==> src/hw/rtl/mpdr_pkg.sv <==
// Shared types and constants for the mod-p dense row cancel core.
// No dependencies; used by the controller, the datapath and the top level.
package mpdr_pkg;

    localparam int VAL_W = 15;
    localparam int COL_W = 12;
    localparam int POS_W = 13;
    localparam int PROD_W = 2 * VAL_W;
    localparam int RCNT_W = 5;

    localparam logic [VAL_W-1:0] MODULUS_RST = 15'd32749;
    localparam logic [VAL_W-1:0] MIN_PRIME = 15'd2;

    localparam logic [2:0] MODE_WRITE = 3'd0;
    localparam logic [2:0] MODE_CANCEL = 3'd1;
    localparam logic [2:0] MODE_SCAN = 3'd2;
    localparam logic [2:0] MODE_CLEAR = 3'd3;
    localparam logic [2:0] MODE_READ = 3'd4;

    localparam logic [1:0] KIND_ENTRY = 2'd0;
    localparam logic [1:0] KIND_POS = 2'd1;
    localparam logic [1:0] KIND_MULT = 2'd2;

    typedef enum logic [4:0] {
        ST_INIT, ST_IDLE, ST_CG, ST_CW, ST_RD, ST_RDW, ST_EW, ST_MSET,
        ST_AG, ST_AW, ST_MUL, ST_PG, ST_PW, ST_WB, ST_SCAN, ST_SCHK,
        ST_CLR, ST_OUT
    } state_t;

    typedef enum logic [1:0] {OPND_COEFF, OPND_MEM, OPND_MULT, OPND_PROD} opnd_t;
    typedef enum logic [2:0] {LAT_NONE, LAT_C, LAT_E, LAT_A, LAT_P} latch_t;
    typedef enum logic [1:0] {WD_ZERO, WD_C, WD_CANCEL} wsel_t;

    typedef struct packed {
        logic   accept;
        logic   red_start;
        opnd_t  opnd;
        latch_t latch;
        logic   mult_set;
        logic   mul;
        logic   mem_re;
        logic   mem_we;
        logic   use_idx;
        wsel_t  wsel;
        logic   idx_inc;
        logic   idx_end1;
        logic   out_load;
    } cmd_t;

    typedef struct packed {
        logic       red_done;
        logic       idx_past_end;
        logic       idx_in_row;
        logic       idx_last_row;
        logic       hit;
        logic       out_free;
        logic [2:0] mode;
        logic       first;
        logic       last;
    } status_t;

endpackage

==> src/hw/rtl/mpdr_ctrl.sv <==
// Controller state machine sequencing the datapath for each operation.
// Depends on mpdr_pkg.
module mpdr_ctrl (
    input  logic              aclk,
    input  logic              aresetn,
    input  logic              s_valid,
    input  logic [2:0]        s_mode,
    output logic              s_ready,
    input  mpdr_pkg::status_t sts,
    output mpdr_pkg::cmd_t    cmd
);

    mpdr_pkg::state_t state_reg, state_next;

    always_ff @(posedge aclk) begin
        if (!aresetn) begin
            state_reg <= mpdr_pkg::ST_INIT;
        end else begin
            state_reg <= state_next;
        end
    end

    always_comb begin
        state_next = state_reg;
        case (state_reg)
            mpdr_pkg::ST_INIT: if (sts.idx_last_row) state_next = mpdr_pkg::ST_IDLE;
            mpdr_pkg::ST_IDLE: begin
                if (s_valid) begin
                    case (s_mode)
                        mpdr_pkg::MODE_WRITE,
                        mpdr_pkg::MODE_CANCEL: state_next = mpdr_pkg::ST_CG;
                        mpdr_pkg::MODE_READ:   state_next = mpdr_pkg::ST_RD;
                        mpdr_pkg::MODE_SCAN:   state_next = mpdr_pkg::ST_SCAN;
                        mpdr_pkg::MODE_CLEAR:  state_next = mpdr_pkg::ST_CLR;
                        default:               state_next = mpdr_pkg::ST_IDLE;
                    endcase
                end
            end
            mpdr_pkg::ST_CG: state_next = mpdr_pkg::ST_CW;
            mpdr_pkg::ST_CW: begin
                if (sts.red_done) begin
                    state_next = (sts.mode == mpdr_pkg::MODE_WRITE) ? mpdr_pkg::ST_WB
                                                                    : mpdr_pkg::ST_RD;
                end
            end
            mpdr_pkg::ST_RD: state_next = mpdr_pkg::ST_RDW;
            mpdr_pkg::ST_RDW: begin
                state_next = (sts.mode == mpdr_pkg::MODE_READ) ? mpdr_pkg::ST_OUT
                                                               : mpdr_pkg::ST_EW;
            end
            mpdr_pkg::ST_EW: begin
                if (sts.red_done) begin
                    state_next = sts.first ? mpdr_pkg::ST_MSET : mpdr_pkg::ST_AG;
                end
            end
            mpdr_pkg::ST_MSET: state_next = mpdr_pkg::ST_AG;
            mpdr_pkg::ST_AG: state_next = mpdr_pkg::ST_AW;
            mpdr_pkg::ST_AW: if (sts.red_done) state_next = mpdr_pkg::ST_MUL;
            mpdr_pkg::ST_MUL: state_next = mpdr_pkg::ST_PG;
            mpdr_pkg::ST_PG: state_next = mpdr_pkg::ST_PW;
            mpdr_pkg::ST_PW: if (sts.red_done) state_next = mpdr_pkg::ST_WB;
            mpdr_pkg::ST_WB: begin
                state_next = (sts.mode == mpdr_pkg::MODE_CANCEL && sts.last)
                           ? mpdr_pkg::ST_OUT : mpdr_pkg::ST_IDLE;
            end
            mpdr_pkg::ST_SCAN: begin
                state_next = (sts.idx_past_end || !sts.idx_in_row) ? mpdr_pkg::ST_OUT
                                                                   : mpdr_pkg::ST_SCHK;
            end
            mpdr_pkg::ST_SCHK: state_next = sts.hit ? mpdr_pkg::ST_OUT : mpdr_pkg::ST_SCAN;
            mpdr_pkg::ST_CLR: begin
                if (sts.idx_past_end || !sts.idx_in_row) state_next = mpdr_pkg::ST_IDLE;
            end
            mpdr_pkg::ST_OUT: if (sts.out_free) state_next = mpdr_pkg::ST_IDLE;
            default: state_next = mpdr_pkg::ST_IDLE;
        endcase
    end

    always_comb begin
        cmd = '0;
        s_ready = 1'b0;
        case (state_reg)
            mpdr_pkg::ST_INIT: begin
                cmd.mem_we = 1'b1;
                cmd.use_idx = 1'b1;
                cmd.wsel = mpdr_pkg::WD_ZERO;
                cmd.idx_inc = 1'b1;
            end
            mpdr_pkg::ST_IDLE: begin
                s_ready = 1'b1;
                cmd.accept = s_valid;
            end
            mpdr_pkg::ST_CG: begin
                cmd.red_start = 1'b1;
                cmd.opnd = mpdr_pkg::OPND_COEFF;
            end
            mpdr_pkg::ST_CW: if (sts.red_done) cmd.latch = mpdr_pkg::LAT_C;
            mpdr_pkg::ST_RD: cmd.mem_re = 1'b1;
            mpdr_pkg::ST_RDW: begin
                if (sts.mode != mpdr_pkg::MODE_READ) begin
                    cmd.red_start = 1'b1;
                    cmd.opnd = mpdr_pkg::OPND_MEM;
                end
            end
            mpdr_pkg::ST_EW: if (sts.red_done) cmd.latch = mpdr_pkg::LAT_E;
            mpdr_pkg::ST_MSET: cmd.mult_set = 1'b1;
            mpdr_pkg::ST_AG: begin
                cmd.red_start = 1'b1;
                cmd.opnd = mpdr_pkg::OPND_MULT;
            end
            mpdr_pkg::ST_AW: if (sts.red_done) cmd.latch = mpdr_pkg::LAT_A;
            mpdr_pkg::ST_MUL: cmd.mul = 1'b1;
            mpdr_pkg::ST_PG: begin
                cmd.red_start = 1'b1;
                cmd.opnd = mpdr_pkg::OPND_PROD;
            end
            mpdr_pkg::ST_PW: if (sts.red_done) cmd.latch = mpdr_pkg::LAT_P;
            mpdr_pkg::ST_WB: begin
                cmd.mem_we = 1'b1;
                cmd.wsel = (sts.mode == mpdr_pkg::MODE_WRITE) ? mpdr_pkg::WD_C
                                                              : mpdr_pkg::WD_CANCEL;
            end
            mpdr_pkg::ST_SCAN: begin
                cmd.use_idx = 1'b1;
                if (sts.idx_past_end || !sts.idx_in_row) begin
                    cmd.idx_end1 = 1'b1;
                end else begin
                    cmd.mem_re = 1'b1;
                end
            end
            mpdr_pkg::ST_SCHK: if (!sts.hit) cmd.idx_inc = 1'b1;
            mpdr_pkg::ST_CLR: begin
                if (!sts.idx_past_end && sts.idx_in_row) begin
                    cmd.mem_we = 1'b1;
                    cmd.use_idx = 1'b1;
                    cmd.wsel = mpdr_pkg::WD_ZERO;
                    cmd.idx_inc = 1'b1;
                end
            end
            mpdr_pkg::ST_OUT: cmd.out_load = sts.out_free;
            default: ;
        endcase
    end

endmodule

==> config.mk <==
export PLATFORM = sky130hd
export DESIGN_NAME = mpdr_ctrl
export DESIGN_NICKNAME = d
export VERILOG_FILES = /design/src/hw/rtl/mpdr_pkg.sv /design/src/hw/rtl/mpdr_ctrl.sv
export SDC_FILE = /design/constraint.sdc
export NUM_CORES = 1
export LEC_CHECK = 0
export ABC_CLOCK_PERIOD_IN_PS = 1750
export BUFFER_PORTS_ARGS = -buffer_cell sky130_fd_sc_hd__buf_2
export CAP_MARGIN = 5
export CORE_MARGIN = 2
export CORE_UTILIZATION = 30
export CTS_BUF_LIST = sky130_fd_sc_hd__clkbuf_4
export DETAILED_ROUTE_END_ITERATION = 7
export PLACE_DENSITY_LB_ADDON = 0.08
export SETUP_SLACK_MARGIN = 0.15
export SYNTH_ARGS = -nofsm -noshare
export SYNTH_HDL_FRONTEND = slang
export SYNTH_SLANG_ARGS = --single-unit
==> constraint.sdc <==
create_clock -name aclk -period 1.75 [get_ports aclk]
set_clock_uncertainty 0.2 [all_clocks]
set_input_delay 0 -clock aclk [delete_from_list [all_inputs] [get_ports aclk]]
set_output_delay 0 -clock aclk [all_outputs]
set_load 0.02 [all_outputs]
==> flow_metrics.tcl, run 1 <==
set metrics [dict create \
    r2r_cells 6 \
    grt_pass1_vias 1342 \
    power.leakage_uw 0.000810 \
    synth_area_sq_um 955 \
    numClockSinks 5 \
    grt_setup_unrepaired "yes" \
    dieArea_sq_mm 0.00365 \
    hold_violations 0 \
    drv_slew 0 \
    rows 20 \
    r2r-start "state_reg[0]" \
    worstPathRequired_ns 1.55 \
    viasPerCell 5.27 \
    nNetsFinal 234 \
    drtIter0Drc 47 \
    numCtsBuffers 3 \
    design_area_sq_mm 0.00204 \
    diodes 0 \
    yosysWarnings 0 \
    vias 1369 \
    grt_pass1_wl_um 6250 \
    cts-root-buf "clkbuf_4" \
    area_growth_pct 114 \
    drt_pass1_iterations 4 \
    slowest_stage "or3b_4" \
    worstPathCellList "or3b_4 -> buf_4 -> nor3_4 -> and2_1 -> buf_6" \
    cp_max_fo 6 \
    post_drt_wl_per_cell_um 15.6 \
    worstHoldPathCells 6 \
    setup_viol 3 \
    syn_area_per_cell_sq_um 6.72 \
    crit_type "reg2out" \
    synth.net_count 159 \
    fmax_ghz 0.550 \
    pwr_density_cell_mw_per_mm2 349 \
    layout_setup_ws_ns -0.0677 \
    arrival_ns 1.62 \
    dieHeight_um 60.4 \
    synth-seq-area-share_pct 10.5 \
    core_sq_mm 0.00303 \
    synth_edf_count 0 \
    antenna_left 0 \
    violations "setup timing" \
    relSlewSlack_pct 46.5 \
    cts_buffer_depth 2 \
    routabilityCongestion 0.855 \
    min_from "sts[1]" \
    async_flop_share_pct 0 \
    fin_crit_sh_pct 104 \
    hold_path_class "in2reg" \
    hold_ws_ns 0.115 \
    ys.flop_type "dfxtp_1" \
    grt_usage_pct 22.6 \
    placed_area_sq_mm 0.00139 \
    drv_cap 0 \
    tightest_slew_ns 0.796 \
    status "finished with violations" \
    clk_pin_slew_worst_paths_ns 0.05 \
    end_kind "output pin" \
    io_buffers 34 \
    place_hpwl_um 2720 \
    io_pins 35 \
    postSynthCellCount 142 \
    die_x_um 60.4 \
    grt_max_degree 13 \
    synth_seq_cells 5 \
    clk_latency_ns 0.25 \
    synth_top_area_share_pct 10.5 \
    startpoint "state_reg[0]" \
    period_minus_slack_ns 1.82 \
    largest_reg_flops 5 \
    synth.top_cells.by_area "dfxtp_1 (10%), nor2_1 (5.9%), nand2_1 (5.5%)" \
    htree_levels 1 \
    drive_gt1_share_pct 63.0 \
    drc 0 \
    slowest_delay_ns 0.39 \
    synth_area_leader_cell "dfxtp_1" \
    ys_types 46 \
    cts_tree "done" \
    grt.overflow.total 0 \
    wl_um 4060 \
    grt_antenna_before_repair 0 \
    cp-start-kind "flop" \
    start_util_pct 31.5 \
    peakVddDrop_mv 0.195 \
]
==> final timing paths <==
kind	to	slack, ns
setup reg to reg	state_reg[2]	-0.06
hold / removal	state_reg[0]	0.11
hold reg to reg	state_reg[2]	0.31
setup / recovery	cmd[16]	-0.07
==> per-stage QoR <==
step                util (%)  cells  setup TNS (ns)  power (uW)  setup slack, ns
global route            67.4    260          -0.395         748           -0.110
floorplan                  -    142               0         311           0.0338
detailed placement      45.8    236         -0.0444         425          -0.0315
finish                  67.4    260          -0.173         711          -0.0677
global placement        45.8    236               0         423          0.00448
CTS                     59.4    252         -0.0330         647          -0.0130
==> worst max-delay path, delay by kind of cell (launching register included) <==
kind / cells / cell delay, ns
flops: 1 / 0.38
simple gates: 3 / 0.70
buf+inv: 2 / 0.27
==> power breakdown <==
group	switching, uW	total [uW]	internal [uW]
logic	204	426	222
registers	9.60	127	118
clock network	55.7	158	102
==> repair_timing <==
action	in CTS	in global routing
hold buffers	3	0
hold endpoints to repair	5	0
pin swaps	4	12
setup endpoints to repair	22	23
resized for setup	79	38
setup buffers	9	8
==> cells in the mapped netlist (2+ instances only) <==
cell / instances
clkbuf_1: 2
and3_1: 3
a211oi_1: 2
o21ai_0: 5
nor3b_1: 2
nand3_1: 8
nor2b_1: 7
nand2b_1: 8
nand3b_1: 2
or3b_1: 3
and2b_1: 2
xnor2_1: 3
o211a_1: 2
nor4_4: 2
a21o_1: 2
buf_6: 2
nand4_1: 2
buf_2: 8
nor2_1: 15
dfxtp_1: 5
nor3_1: 8
o21bai_1: 2
a21oi_1: 7
nand2_1: 14
a31oi_1: 5
==> metal layers <==
metal / GRT usage (%) / vias up / part of all wire, %
met5: 0 / - / 0
met4: 4.04 / 0 / 0.76
met3: 4.48 / 6 / 5.1
met2: 38.0 / 42 / 51
met1: 30.4 / 642 / 43
li1: - / 679 / -
==> layout make-up <==
type	count	area, sq um
clock buffers	4	30.0
fillers	249	987
inverters	1	3.75
multi-input cells	123	1090
flip-flops and latches	5	113
well taps	44	55.1
repair buffers	83	749
==> layout by cell type, fill, tap and decap left out, types with 4 or more instances in the layout <==
cell and count:
buf_6 31, buf_4 26, buf_2 18, nand2_1 11, nor2_1 10, nand3_1 5, nand2b_4 4, nor3_4 4
a31oi_1 4, nor4_4 4, a21oi_1 4, nand2b_1 4, clkbuf_4 4
==> logic make-up after synthesis <==
logic type      synth area share [%]
buf+inv                         8.52
xor+xnor                        2.75
simple gates                    52.8
flops                           10.5
compound gates                  25.4
(Power assumes the default switching activity.)
==> inputs of run 2 (changes only) <==
- RECOVER_POWER: unset -> 100
==> flow_metrics.tcl, run 2 (synthesis gave the netlist of run 1 again) <==
set metrics [dict create \
    viasPerCell 5.30 \
    grt_pass1_wl_um 6250 \
    reg2reg_slack_ns -0.05 \
    grt_antenna_before_repair 0 \
    drt_pass1_iterations 4 \
    met2_length_um 2040 \
    largest_reg_flops 5 \
    status "finished with violations" \
    cts_tree "done" \
    htree_levels 1 \
    routabilityCongestion 0.855 \
    io_pins 35 \
    post_drt_wl_per_cell_um 15.6 \
    place_hpwl_um 2720 \
    crit_type "reg2reg" \
    fin_crit_sh_pct 103 \
    cts_buffer_depth 2 \
    placed_cells 236 \
    grt_pass1_vias 1342 \
    fmax_ghz 0.554 \
    worstPathRequired_ns 1.72 \
    setup_viol 9 \
    core_sq_mm 0.00303 \
    drv_cap 0 \
    dieArea_sq_mm 0.00365 \
    end_kind "flop" \
    placed_area_sq_mm 0.00139 \
    grt_max_degree 13 \
    tightest_slew_ns 0.794 \
    antenna_left 0 \
    final_cell_mix "buf_6 (28), buf_4 (23), buf_2 (17)" \
    die_x_um 60.4 \
    area_growth_pct 109 \
    grt.overflow.total 0 \
    total_power_uw 699 \
    numCtsBuffers 3 \
    design_area_sq_mm 0.00200 \
    finalNonFillerCells 260 \
    cp-start-kind "flop" \
    hold_path_class "in2reg" \
    wl_um 4070 \
    violations "setup timing" \
    arrival_ns 1.78 \
    start_util_pct 31.5 \
    hold_violations 0 \
    route.top_layer_used "met4" \
    period_minus_slack_ns 1.80 \
    grt_usage_pct 22.6 \
    dieHeight_um 60.4 \
    cp_max_fo 6 \
    power.leakage_uw 0.000788 \
    drc 0 \
    pwr_density_cell_mw_per_mm2 350 \
    clk_latency_ns 0.25 \
    peakVddDrop_mv 0.194 \
    rows 20 \
    relSlewSlack_pct 46.6 \
    io_buffers 34 \
    hold_ws_ns 0.112 \
    nNetsFinal 234 \
    cts-root-buf "clkbuf_4" \
    grt_setup_unrepaired "yes" \
    drtIter0Drc 47 \
    clk_pin_slew_worst_paths_ns 0.05 \
    drive_gt1_share_pct 60.6 \
    layout_setup_ws_ns -0.0545 \
    drv_slew 0 \
    vias 1379 \
    route.met3.wl_um 274 \
    mostFrequentLayoutCell "buf_6" \
    dp_worst_setup_slack_ns -0.0315 \
    numClockSinks 5 \
    diodes 0 \
    wl_met1_um 1720 \
]
==> run 2: routing by layer <==
metal	GRT usage, %	vias to the layer above
met4	4.04	0
met2	38.0	53
li1	-	675
met3	4.48	6
met5	0	-
met1	30.4	645
==> run 2: worst max-delay path: stages, from the launching register on <==
cell	delay, ns
dfxtp_4	0.38
or3b_4	0.39
buf_6	0.14
nor4_4	0.21
a21oi_1	0.08
o211a_1	0.22
o22ai_2	0.11
==> run 2: area by class of cell <==
type	count	area, sq um
Timing Repair Buffer	83	719
Fill cell	258	1030
Clock buffer	4	30.0
Sequential cell	5	111
Multi-Input combinational cell	123	1080
Inverter	1	3.75
Tap cell	44	55.1
==> run 2: timing repair <==
item | CTS | global route
pin swaps | 4 | 12
resized for setup | 79 | 38
setup endpoints to repair | 22 | 23
hold endpoints to repair | 5 | 0
setup buffers | 9 | 8
hold buffers | 3 | 0
==> run 2: power breakdown <==
group          internal (uW)  switching (uW)
Clock                    102            56.1
Combinational            214             201
Sequential               118            9.18
Total                    433             266
==> run 2: worst paths after layout <==
kind,startpoint,end,depth (start not counted)
worst min-delay path,sts[10],state_reg[2],5
worst max register to register,state_reg[0],state_reg[2],6
worst min register to register,state_reg[0],state_reg[2],1
worst max-delay path,state_reg[0],state_reg[2],6
==> run 2: per-stage QoR <==
stage / setup TNS, ns / util [%]
global route: -1.07 / 66.0
global placement: 0 / 45.8
floorplan: 0 / -
finish: -0.270 / 66.0
CTS: -0.0330 / 59.4
detailed placement: -0.0444 / 45.8
